$ cat config.mk
export PLATFORM = sky130hd
export DESIGN_NAME = ssr_sequencer
export DESIGN_NICKNAME = d
export VERILOG_FILES = /design/src/sv/ssr_pkg.sv /design/src/sv/ssr_sequencer.sv
export SDC_FILE = /design/constraint.sdc
export NUM_CORES = 1
export LEC_CHECK = 0
export BUFFER_PORTS_ARGS = -buffer_cell sky130_fd_sc_hd__clkbuf_2
export CORE_AREA = 2 2 39 41
export CTS_CLUSTER_SIZE = 14
export DETAILED_ROUTE_END_ITERATION = 10
export DIE_AREA = 0 0 41 43
export PLACE_DENSITY = 0.52
export REMOVE_ABC_BUFFERS = 1
export SYNTH_ARGS = -nofsm -noshare
export SYNTH_HDL_FRONTEND = slang
export SYNTH_SLANG_ARGS = --single-unit
$ cat constraint.sdc
create_clock -name clk_i -period 2.1 [get_ports clk_i]
set_input_delay 0.42 -clock clk_i [delete_from_list [all_inputs] [get_ports clk_i]]
set_output_delay 0.42 -clock clk_i [all_outputs]
set_load 0.005 [all_outputs]
$ cat src/sv/ssr_pkg.sv
package ssr_pkg;

  // widths fixed by the word formats
  localparam int unsigned SeqBitsW  = 64;
  localparam int unsigned CfgW      = 7;
  localparam int unsigned IdxOutW   = 6;
  localparam int unsigned WeightW   = 17;
  localparam int unsigned StepW     = 3;

  // configuration register indexes
  localparam logic REG_SEQ_LENGTH     = 1'b0;
  localparam logic REG_DISTANCE_LIMIT = 1'b1;

  localparam logic [CfgW-1:0] SEQ_LENGTH_RST     = 7'd64;
  localparam logic [CfgW-1:0] DISTANCE_LIMIT_RST = 7'd0;

  typedef logic [StepW-1:0] step_t;

  // microprogram addresses
  localparam step_t STEP_LOAD   = 3'd0;
  localparam step_t STEP_READ_A = 3'd1;
  localparam step_t STEP_HOLD_A = 3'd2;
  localparam step_t STEP_SCAN   = 3'd3;
  localparam step_t STEP_DRAIN1 = 3'd4;
  localparam step_t STEP_DRAIN2 = 3'd5;
  localparam step_t STEP_EMIT   = 3'd6;
  localparam step_t STEP_NEXT   = 3'd7;

  typedef enum logic [2:0] {
    JC_NEVER,
    JC_NOT_START,
    JC_B_NOT_LAST,
    JC_OUT_BUSY,
    JC_A_NOT_LAST
  } jump_e;

  // datapath control word
  typedef struct packed {
    logic load_en;
    logic rd_a;
    logic clr_cnt;
    logic ld_a;
    logic issue;
    logic emit;
    logic adv_a;
  } ctrl_t;

  typedef struct packed {
    ctrl_t ctrl;
    jump_e jc;
    step_t target;
  } ucode_t;

  typedef struct packed {
    logic start;
    logic b_last;
    logic a_last;
    logic out_busy;
  } status_t;

  // floor(65536 / (1 + count)) for count 0..63
  localparam logic [WeightW-1:0] WEIGHT_LUT [64] = '{
    17'd65536, 17'd32768, 17'd21845, 17'd16384, 17'd13107, 17'd10922, 17'd9362,  17'd8192,
    17'd7281,  17'd6553,  17'd5957,  17'd5461,  17'd5041,  17'd4681,  17'd4369,  17'd4096,
    17'd3855,  17'd3640,  17'd3449,  17'd3276,  17'd3120,  17'd2978,  17'd2849,  17'd2730,
    17'd2621,  17'd2520,  17'd2427,  17'd2340,  17'd2259,  17'd2184,  17'd2114,  17'd2048,
    17'd1985,  17'd1927,  17'd1872,  17'd1820,  17'd1771,  17'd1724,  17'd1680,  17'd1638,
    17'd1598,  17'd1560,  17'd1524,  17'd1489,  17'd1456,  17'd1424,  17'd1394,  17'd1365,
    17'd1337,  17'd1310,  17'd1285,  17'd1260,  17'd1236,  17'd1213,  17'd1191,  17'd1170,
    17'd1149,  17'd1129,  17'd1110,  17'd1092,  17'd1074,  17'd1057,  17'd1040,  17'd1024
  };

endpackage

$ cat src/sv/ssr_sequencer.sv
module ssr_sequencer
  import ssr_pkg::*;
(
  input  logic    clk_i,
  input  logic    rst_ni,
  input  status_t status_i,
  output ctrl_t   ctrl_o
);

  step_t  pc_q, pc_d;
  ucode_t uw;
  logic   taken;

  // microprogram rom
  function automatic ucode_t ucode(input step_t pc);
    ucode_t w;
    w = '{ctrl: '0, jc: JC_NEVER, target: STEP_LOAD};
    case (pc)
      STEP_LOAD: begin
        w.ctrl.load_en = 1'b1;
        w.jc           = JC_NOT_START;
        w.target       = STEP_LOAD;
      end
      STEP_READ_A: begin
        w.ctrl.rd_a    = 1'b1;
        w.ctrl.clr_cnt = 1'b1;
      end
      STEP_HOLD_A: begin
        w.ctrl.ld_a = 1'b1;
      end
      STEP_SCAN: begin
        w.ctrl.issue = 1'b1;
        w.jc         = JC_B_NOT_LAST;
        w.target     = STEP_SCAN;
      end
      STEP_DRAIN1: begin
        w.jc = JC_NEVER;
      end
      STEP_DRAIN2: begin
        w.jc = JC_NEVER;
      end
      STEP_EMIT: begin
        w.ctrl.emit = 1'b1;
        w.jc        = JC_OUT_BUSY;
        w.target    = STEP_EMIT;
      end
      STEP_NEXT: begin
        // fall-through wraps to the load step
        w.ctrl.adv_a = 1'b1;
        w.jc         = JC_A_NOT_LAST;
        w.target     = STEP_READ_A;
      end
      default: begin
        w.jc = JC_NEVER;
      end
    endcase
    return w;
  endfunction

  assign uw     = ucode(pc_q);
  assign ctrl_o = uw.ctrl;

  always_comb begin
    case (uw.jc)
      JC_NEVER:      taken = 1'b0;
      JC_NOT_START:  taken = !status_i.start;
      JC_B_NOT_LAST: taken = !status_i.b_last;
      JC_OUT_BUSY:   taken = status_i.out_busy;
      JC_A_NOT_LAST: taken = !status_i.a_last;
      default:       taken = 1'b0;
    endcase
  end

  always_comb begin
    pc_d = taken ? uw.target : pc_q + step_t'(1);
  end

  always_ff @(posedge clk_i or negedge rst_ni) begin
    if (!rst_ni) begin
      pc_q <= STEP_LOAD;
    end else begin
      pc_q <= pc_d;
    end
  end

`ifndef SYNTHESIS
  a_start_goes_to_read: assert property (@(posedge clk_i) disable iff (!rst_ni)
    (pc_q == STEP_LOAD && status_i.start) |=> pc_q == STEP_READ_A)
    else $error("closing word did not start the scan");
`endif

endmodule

After elaboration in Yosys (flattened, before gate mapping) --
Index checks and enable logic that the tools add are counted.
Word-level totals: register bits after elaboration 3, latch bits 0, memory bits (writable) 0, memory bits (read-only) 0, input port bits 6, output and inout port bits 7, word-level logic and storage cells 25, memories kept 0
Operators by class: add/sub/neg operators 1, $mul 0, divide/modulo/power cells 0, order comparisons 0, equal/unequal tests 9, shift-type cells 0, mux-type cells 10, bitwise operators 0, reduce and logical (&&, ||, !) cells 4
Operators with widths (number):
- 3-bit by 2-bit equality test with 1-bit output, second input constant | 4
- 3-bit one-hot mux with 4 select lines | 1
- 3-bit equality test, second input constant | 3
- 3-bit one-hot mux with 3 select lines | 1
- 3-bit by 1-bit equality test with 1-bit output, second input constant | 2
- 1-bit two-way mux | 5
- 1-bit one-hot mux with 4 select lines | 1
- 3-bit by 1-bit adder with 3-bit output, second input constant | 1
- 1-bit logical NOT | 3
- 3-bit logical NOT | 1
- 3-bit two-way mux | 1
- 2-bit two-way mux | 1

Logic depth before layout (Yosys ltp) --
Gate-level depths: netlist (run 1).
word-level depth 5, depth in mapped cells 8, depth with buffers taken out 8

Worst setup path before layout (run 1) --
OpenSTA, ideal clock, no wires.
kind register to register, start point register pc_q[1], end point register pc_q[1], arrival time 1.725 ns, setup slack 0.295 ns, stages on the path, launching flop included 9, buffers on the path 0, clock period less this slack 1.805 ns, cell sequence dfrtp_1 > ha_1 > ha_1 > inv_2 > a21boi_1 > o221ai_2 > o311ai_1 > a211o_1 > o211ai_2
Between the ends: word-level cells in the longest chain between the ends 5
RTL lines:
- from (decl) | RTL line ssr_sequencer.sv:10 | step_t pc_q, pc_d;
- from (signal assigned) | RTL line ssr_sequencer.sv:82 | pc_q <= pc_d;
- 3-bit equality test, or another cell as far along | RTL line ssr_sequencer.sv:18 | case (pc)
- 3-bit one-hot mux with 4 select lines | RTL line ssr_sequencer.sv:18
- 3-bit equality test, or another cell as far along | RTL line ssr_sequencer.sv:64 | case (uw.jc)
- 1-bit one-hot mux with 4 select lines | RTL line ssr_sequencer.sv:64
- 3-bit two-way mux * | RTL line ssr_sequencer.sv:75 | pc_d = taken ? uw.target : pc_q + step_t'(1);
- via pc_d[1] | RTL line ssr_sequencer.sv:10
Mark *: on every way through the listed nets, which the timed path passes. The rest lies on a longest branch.

Worst setup path in the final report (run 1) --
start point register pc_q[0], end point register pc_q[1]
The elaborated chain is that of the path after synthesis.

==> results.md, run 1 <==
* Outcome: complete, no violations
* Max Cap Viol at 0
* Final setup viols at 0
* Post-synthesis sequential area ratio at between 20 and 25%
* Final Cycle Share at between 90% and 100%
* Most frequent cells in the layout: clkbuf_2, ha_1, inv_1
* Biggest register: pc_q
* Synth Area in XOR/XNOR at 0%
* Detailed Route WL at 722 um
* Fill count at between 150 and 200
* Die Y at 43 um
* Pwr dens at around 1500 nW/um^2
* Ports at 13
* # Post-CTS Setup Buffers at 0
* TritonCTS clock tree: yes
* Max Freq at roughly 520 MHz
* Cells along the critical path: ha_1 -> ha_1 -> inv_2 -> a21boi_1 -> o221ai_2 -> o311ai_1 -> a211o_1 -> o211ai_2
* CP delay by family, top: compound AO/OA/AOI/OAI gates
* Clock Skew at 0.000390 ns
* Max FFs per register at 3
* Antenna violations before repair at 0
* Ant. Diodes at 0
* Die area at roughly 1800 sq um
* Startpoint types: flop
* Post-DP HPWL at 605 um
* Slew Limit Fails at 0
* Worst Hold Class: input port to async pin
* DRT Pass-1 Iters at 4
* Reg2Reg Launch Point: pc_q[0]
* M1 GR Usage at between 10% and 20%
* Share of the synthesized area in the top cell type at between 20% and 30%
* Worst hold slack at around 0.52 ns
* Top Usage Layer GRT: met2
* Yosys warnings at 0
* Vias in the first global route at about 300
* RD Place Congestion at ~0.7
* CTS Buffer Depth at 2
* Core area at 1380 sq um
* CTS clk-pin slew, worst paths at 0.04 ns
* Setup TNS at 0 ns
* GRT met2 Usage at about 14%
* Post-Syn Area at ~370 sq um
* Fin crit period at 1.92 ns
* Synth area leaders: dfrtp_1, ha_1, mux2i_1
* Crit path kind: flop to flop
* 1st-iter DRT viols at 4
* Most common cell after layout, fill and taps aside: clkbuf_2
* Worst Max-Slew Pin Slew at approximately 0.50 ns
* Fraction of the mapped netlist area in compound gates at a little under a quarter
* Wirelength per Cell at slightly below 10 um
* Die Width at 41 um
* CP bufs+invs at 1
* Element type at the critical path end: flop
* Worst Path Required at about 2.3 ns
* Distinct cells, synth at 24
* First-pass GRT wire length at between 1000 and 1500 um
* GR Util met3 at under 10%
* RSZ-0062 raised after global routing: false
* Mux share of post-synthesis cell area at approximately 5.5%
* Final count of hold timing violations at 0
* Leak at 0.000266 uW
* Initial Utilization at 26.5%
* # DRC at 0
* Yosys reg bits at 3
* Clk sinks at 3
* Most used cell, CP: ha_1
* IO buf count at 12
* GR Overflow Total at 0
* Num CTS Buffers at 3
* Peak supply drop at around 630 uV
* CTS H-Tree Depth at 1
* CTS root buffer: clkbuf_4
* Cell taking the most area after synthesis: dfrtp_1
* Slowest stage cell, crit path: dfrtp_1
* Simple-gate share of the synthesized area at between 20% and 30%
* Row cnt at 14
* Layout area overhead at 31.7%
* Fraction of layout cells with a size suffix above 1 at around two fifths
* Largest family of logic cells by synthesized area: compound AO/OA/AOI/OAI gates
* GRT Util Overall at just under 10%
* Maximum fanout along the worst path at 5
* Launch point of the critical path: pc_q[0]
* Adder-Cell Fraction of Synth Area at roughly a fifth
* Worst slew margin at 66.4%
* Vias at approximately 350
* Mean Syn Cell Area at about 8.7 sq um
* Largest regs: pc_q (3)
* NumNets Final at between 70 and 80
* Post-Synthesis Cells at 42
* Clock Latency Late Sink at about 0.23 ns
* Max incr delay on CP at slightly above 0.4 ns
* Largest net degree at the start of global routing at 8
* DR vias/cell at between 4 and 5
* Post-DRT Antenna Nets at 0
* Arrival @ worst endpoint at 2.07 ns
## power breakdown
group          total, uW  switching, uW  internal [uW]  leakage (uW)
clock network        100           29.0           71.1     0.0000150
logic                521            283            238      0.000215
registers            124           32.4           91.9     0.0000353
## logic make-up after synthesis
logic type / Yosys count
AND/OR/NAND/NOR: 14
AO/OA/AOI/OAI: 9
buffers and inverters: 8
adder cells (fa/ha/maj): 6
flip-flops: 3
multiplexers: 2
## final timing paths
kind                           end  slack (ns)  cells after the start
setup / recovery           pc_q[1]        0.18                      8
hold / removal             pc_q[0]        0.52                      2
setup reg to reg           pc_q[1]        0.18                      8
hold reg to reg            pc_q[0]        0.54                      1
max in group asynchronous  pc_q[1]        1.47                      2
min in group clk_i         pc_q[0]        0.54                      1
## area by class of cell
type	count	area [sq um]	area share [%]
clock buffer	4	26.3	5.44
inverter	7	26.3	5.44
multi-input combinational	31	258	53.4
sequential	3	75.1	15.5
tap	16	20.0	4.15
timing repair buffer	14	77.6	16.1
## metrics by stage
step           power (uW)  setup slack (ns)  util, %  area, sq um  instances
2_1_floorplan         506             0.295        -          359         41
3_3_place_gp          652             0.200     32.3          447         70
3_5_place_dp          647             0.187     32.3          447         70
4_1_cts               754             0.173     34.9          483         75
5_1_grt               830            0.0860     34.9          483         75
6_report              746             0.178     34.9          483         75
## timing repair
item,in CTS,in global routing
hold buffers,1,0
gates resized for setup,0,0
endpoints found under the hold margin,3,0
## synthesized netlist by cell type (all sizes together)
master / n
a21oi: 1
inv: 7
a311oi: 1
nand2: 4
mux2i: 2
o221ai: 1
o311ai: 1
nand3: 1
dfrtp: 3
ha: 6
a22oi: 1
and2b: 1
nor2: 2
buf: 1
o21ai: 1
a21boi: 1
a211o: 1
o211ai: 1
nor2b: 1
nand2b: 2
nor3: 3
## metal layers
| layer | vias up | wire length, um |
|---|---|---|
| li1 | 180 | - |
| met2 | 9 | 343 |
| met4 | 0 | 0 |
| met1 | 156 | 338 |
| met5 | - | 0 |
| met3 | 0 | 40 |
No activity file was read; power rests on OpenSTA's default activity.
==> inputs of run 2 (changes only) <==
- REMOVE_ABC_BUFFERS: 1 -> default
- SKIP_CTS_REPAIR_TIMING: default -> 1
==> results.md, run 2 (synthesis gave the netlist of run 1 again) <==
* Outcome: complete, no violations
* Most frequent cells in the layout: clkbuf_2, ha_1, inv_1
* DR vias/cell at 4.51
* Worst Path Required at roughly 2.3 ns
* 1st-iter DRT viols at 7
* P_sw at around 340 uW
* Vias in the first global route at approximately 290
* Max FFs per register at 3
* Worst Max-Slew Pin Slew at ~0.49 ns
* Peak supply drop at 536 uV
* Leak at between 0.0002 and 0.0003 uW
* Die area at 1760 sq um
* CTS H-Tree Depth at 1
* Die Y at between 40 and 50 um
* TritonCTS clock tree: yes
* Clk sinks at 3
* Biggest register: pc_q
* Synth Net Count at 54
* Element type at the critical path end: flop
* CTS Buffer Depth at 2
* Flop pwr share at between 10% and 20%
* Most common cell after layout, fill and taps aside: clkbuf_2
* Final setup viols at 0
* Int Power at approximately 400 uW
* Core area at between 1000 and 1500 sq um
* Max Cap Viol at 0
* Ports at 13
* Max Freq at about 520 MHz
* NumNets Final at a little over 70
* Crit path kind: flop to flop
* Largest regs: pc_q (3)
* Pwr dens at 1530 nW/um^2
* Row cnt at 14
* Fin crit period at approximately 1.9 ns
* Startpoint types: flop
* Detailed Route WL at about 670 um
* Largest net degree at the start of global routing at 8
* Util after Layout at between 30% and 40%
* Combinational share of power at 70.1%
* Num CTS Buffers at 3
* Setup TNS at 0 ns
* Wirelength per Cell at 8.92 um
* Layout area overhead at 31.7%
* IO buf count at 12
* Die Width at about 41 um
* RD Place Congestion at ~0.68
* Clock power frac at 13.3%
* Worst slew margin at about 67%
* Post-DP HPWL at between 500 and 600 um
* Clock Latency Late Sink at 0.23 ns
* Slew Limit Fails at 0
* CTS clk-pin slew, worst paths at ~0.040 ns
* Fin cells at 75
* Arrival @ worst endpoint at around 2.1 ns
* Ant. Diodes at 0
* Antenna violations before repair at 0
* Post-DRT Antenna Nets at 0
* Fraction of layout cells with a size suffix above 1 at approximately 41%
* Worst hold slack at 0.523 ns
* GR Overflow Total at 0
* RSZ-0062 raised after global routing: false
* Maximum fanout along the worst path at 5
* Total power at 737 uW
* GRT Util Overall at 10.4%
* Final count of hold timing violations at 0
* Final Cycle Share at between 90% and 100%
* Worst Hold Class: input port to async pin
* Switching part of the total at between 40% and 50%
* Inst Count DP at 70
* DRT Pass-1 Iters at 2
* # DRC at 0
* Initial Utilization at 26.5%
* CTS root buffer: clkbuf_4
* First-pass GRT wire length at about 1200 um
* Clock Skew at between 0.002 and 0.0025 ns
* Vias at approximately 340
[run 2: cell counts in the layout (fill, tap and decap cells not counted)]
Identical to the previous run, type by type.
[run 2: power groups by stage]
stage	combinational (uW)	sequential [uW]	clock, uW
floorplan	392	125	0
global placement	533	123	0
detailed placement	521	123	0
CTS	524	122	103
global route	597	129	113
finish	517	122	98.1
[run 2: final timing paths]
check                      startpoint       to  slack, ns  cells after the start
max reg2reg                   pc_q[0]  pc_q[1]       0.18                      8
max                           pc_q[0]  pc_q[1]       0.18                      8
min                            rst_ni  pc_q[2]       0.52                      2
max in group asynchronous      rst_ni  pc_q[1]       1.47                      2
min in group clk_i            pc_q[0]  pc_q[0]       0.53                      1
min reg2reg                   pc_q[0]  pc_q[0]       0.53                      1
[run 2: worst max-delay path: stages (launching register included)]
cell	delay, ns
dfrtp_1	0.40
ha_1	0.23
ha_1	0.25
inv_2	0.12
a21boi_1	0.08
o221ai_2	0.16
o311ai_1	0.20
a211o_1	0.34
o211ai_2	0.06
[run 2: area by class of cell]
cell class              count  area, sq um
clock buffers               4         26.3
fillers                   150          901
inverters                   7         26.3
multi-input cells          31          258
flip-flops and latches      3         75.1
well taps                  16         20.0
repair buffers             14         77.6
[run 2: layer usage]
layer,up-vias,share of wire [%],track usage (%)
met5,-,0,0
met4,0,0,2.00
li1,181,-,-
met3,0,7.0,7.85
met2,9,48,14.7
met1,148,45,12.5
[run 2: per-stage QoR]
step           area (sq um)  setup slack, ns
2_1_floorplan           367            0.295
3_3_place_gp            447            0.179
3_5_place_dp            447            0.182
4_1_cts                 473            0.174
5_1_grt                 483           0.0634
6_report                483            0.182
==> inputs of run 3 (changes only) <==
- ABC_AREA: default -> 1
- PLACE_DENSITY: 0.52 -> 0.58
==> results.md, run 3 <==
* Crit path kind: flop to flop
* Largest net degree at the start of global routing at 8
* Outcome: complete, no violations
* # DRC at 0
* CTS clk-pin slew, worst paths at ~0.04 ns
* P_sw at roughly 370 uW
* Share of the synthesized area in the top cell type at around 17%
* Wirelength per Cell at between 8 and 9 um
* Max FFs per register at 3
* Commonest cells in the netlist: nand2_1, inv_1, nand2_2
* Synth area leaders: dfrtp_1, ha_1, nand2_1
* Fin crit period at 1.74 ns
* RSZ-0062 raised after global routing: false
* Clk sinks at 3
* Clock Skew at ~0.0029 ns
* Yosys reg bits at 3
* Vias at ~400
* GRT Util Overall at between 10% and 20%
* Synth Area in XOR/XNOR at 0%
* Synth Net Count at 78
* Switching part of the total at between 40% and 50%
* Final count of hold timing violations at 0
* Worst Hold Class: input port to async pin
* Worst hold slack at 0.521 ns
* DRT Pass-1 Iters at 2
* Mux share of post-synthesis cell area at 0%
* Slew Limit Fails at 0
* Post-Synthesis Cells at between 60 and 70
* Largest family of logic cells by synthesized area: simple AND/OR/NAND/NOR gates
* Pwr dens at between 1000 and 1500 nW/um^2
* Die area at 1760 sq um
* Combinational share of power at a little over 70%
* Core area at between 1000 and 1500 sq um
* First-pass GRT wire length at roughly 1400 um
* Peak supply drop at approximately 660 uV
* Final Cycle Share at between 80% and 90%
* IO buf count at 12
* Ports at 13
* Antenna violations before repair at 0
* Post-DP HPWL at 693 um
* Number of synthesized flops with an enable pin at 0
* Total power at about 760 uW
* Post-synthesis sequential area ratio at between 10% and 20%
* M1 GR Usage at around an eighth
* Arrival @ worst endpoint at 1.85 ns
* Layout area overhead at 26.9%
* GR Util met3 at ~4.7%
* Row cnt at 14
* Fraction of layout cells with a size suffix above 1 at between 30% and 40%
* Worst Max-Slew Pin Slew at around 0.25 ns
* Multi-input gate area at 275 sq um
* Startpoint types: flop
* Worst Path Required at 2.21 ns
* GRT met2 Usage at 18.1%
* Max Freq at around 570 MHz
* Fill count at roughly 160
* Int Power at 391 uW
* Top Usage Layer GRT: met2
* Most common cell after layout, fill and taps aside: nand2_1
* Die Y at around 43 um
* Top_reg_cell synth: dfrtp_1
* Ant. Diodes at 0
* Fraction of the mapped netlist area in compound gates at about 2.3%
* Util after Layout at between 30% and 40%
* Worst slew margin at between 80% and 90%
* Vias in the first global route at around 380
* Initial Utilization at 31.3%
* GR Overflow Total at 0
* Post-Syn Area at 433 sq um
* Leak at approximately 0.00034 uW
* Clock Latency Late Sink at 0.22 ns
* Register area at between 70 and 80 sq um
* Simple-gate share of the synthesized area at between 40% and 50%
* CTS Buffer Depth at 2
* Biggest register: pc_q
* Element type at the critical path end: flop
* RD Place Congestion at ~0.72
* Post-DRT Antenna Nets at 0
* TritonCTS clock tree: yes
* Clock power frac at 12.6%
* Most frequent cells in the layout: nand2_1, inv_1, clkbuf_2, nand2_2, ha_1
* Cell taking the most area after synthesis: dfrtp_1
* Die Width at 41 um
* Most common cell in the netlist: nand2_1
* Setup TNS at 0 ns
* 1st-iter DRT viols at 2
* CTS H-Tree Depth at 1
* Yosys warnings at 0
* Final setup viols at 0
* Detailed Route WL at about 820 um
* Async set or reset register ratio after synthesis at 100%
* NumNets Final at between 90 and 100
* Adder-Cell Fraction of Synth Area at between 10% and 20%
* Num CTS Buffers at 3
* Mean Syn Cell Area at 6.56 sq um
* DR vias/cell at 4.15
* CTS root buffer: clkbuf_4
* Flop pwr share at about 16%
* Max Cap Viol at 0
* Maximum fanout along the worst path at 6
* Largest regs: pc_q (3)
* Distinct cells, synth at 16
==> run 3: power by group through the flow <==
| stage | sequential [uW] | clock (uW) | combinational [uW] |
|---|---|---|---|
| after floorplan | 127 | 0 | 412 |
| after global placement | 126 | 0 | 549 |
| after detailed placement | 126 | 0 | 552 |
| after CTS | 125 | 101 | 552 |
| after global routing | 128 | 106 | 627 |
| final | 124 | 96.0 | 544 |
==> run 3: path summary, 6_finish.rpt <==
| check | start | endpoint | slack, ns | depth (start not counted) |
|---|---|---|---|---|
| max in group asynchronous | rst_ni | pc_q[1] | 1.47 | 2 |
| max | pc_q[1] | pc_q[0] | 0.36 | 10 |
| min in group clk_i | pc_q[0] | pc_q[0] | 0.61 | 3 |
| min reg2reg | pc_q[0] | pc_q[0] | 0.61 | 3 |
| min | rst_ni | pc_q[2] | 0.52 | 2 |
| max reg2reg | pc_q[1] | pc_q[0] | 0.36 | 10 |
==> run 3: final cells by class <==
cell class	count	area share (%)
multi-input cells	46	50.1
repair buffers	14	14.1
flip-flops and latches	3	13.7
inverters	16	13.7
clock buffers	4	4.78
well taps	16	3.64
==> run 3: cell families (layout without fill, tap and decap cells) <==
group                    after synthesis  after routing
AO/OA/AOI/OAI                          2              2
adder cells (fa/ha/maj)                6              6
buffers and inverters                 17             34
flip-flops                             3              3
AND/OR/NAND/NOR                       38             38
==> run 3: through the flow <==
step	instance area (sq um)	worst slack, ns	instances
after global placement	513	0.337	94
after global routing	549	0.163	99
final	549	0.356	99
after detailed placement	513	0.348	94
after floorplan	433	0.480	66
after CTS	539	0.343	98
==> run 3: worst max-delay path: stages, from the launching register on <==
cell and delay, ns:
dfrtp_1 0.45, ha_1 0.24, ha_1 0.20, bufinv_8 0.19
nand2_2 0.09, nand2_1 0.07, nand2_1 0.05, nand2_1 0.12
nand3_2 0.10, nand2_1 0.06, nand2_1 0.05
==> run 3: routing by layer <==
metal	up-vias	share of wire, %
li1	230	-
met1	174	44
met2	7	51
met3	0	4.0
met4	0	0
met5	-	0
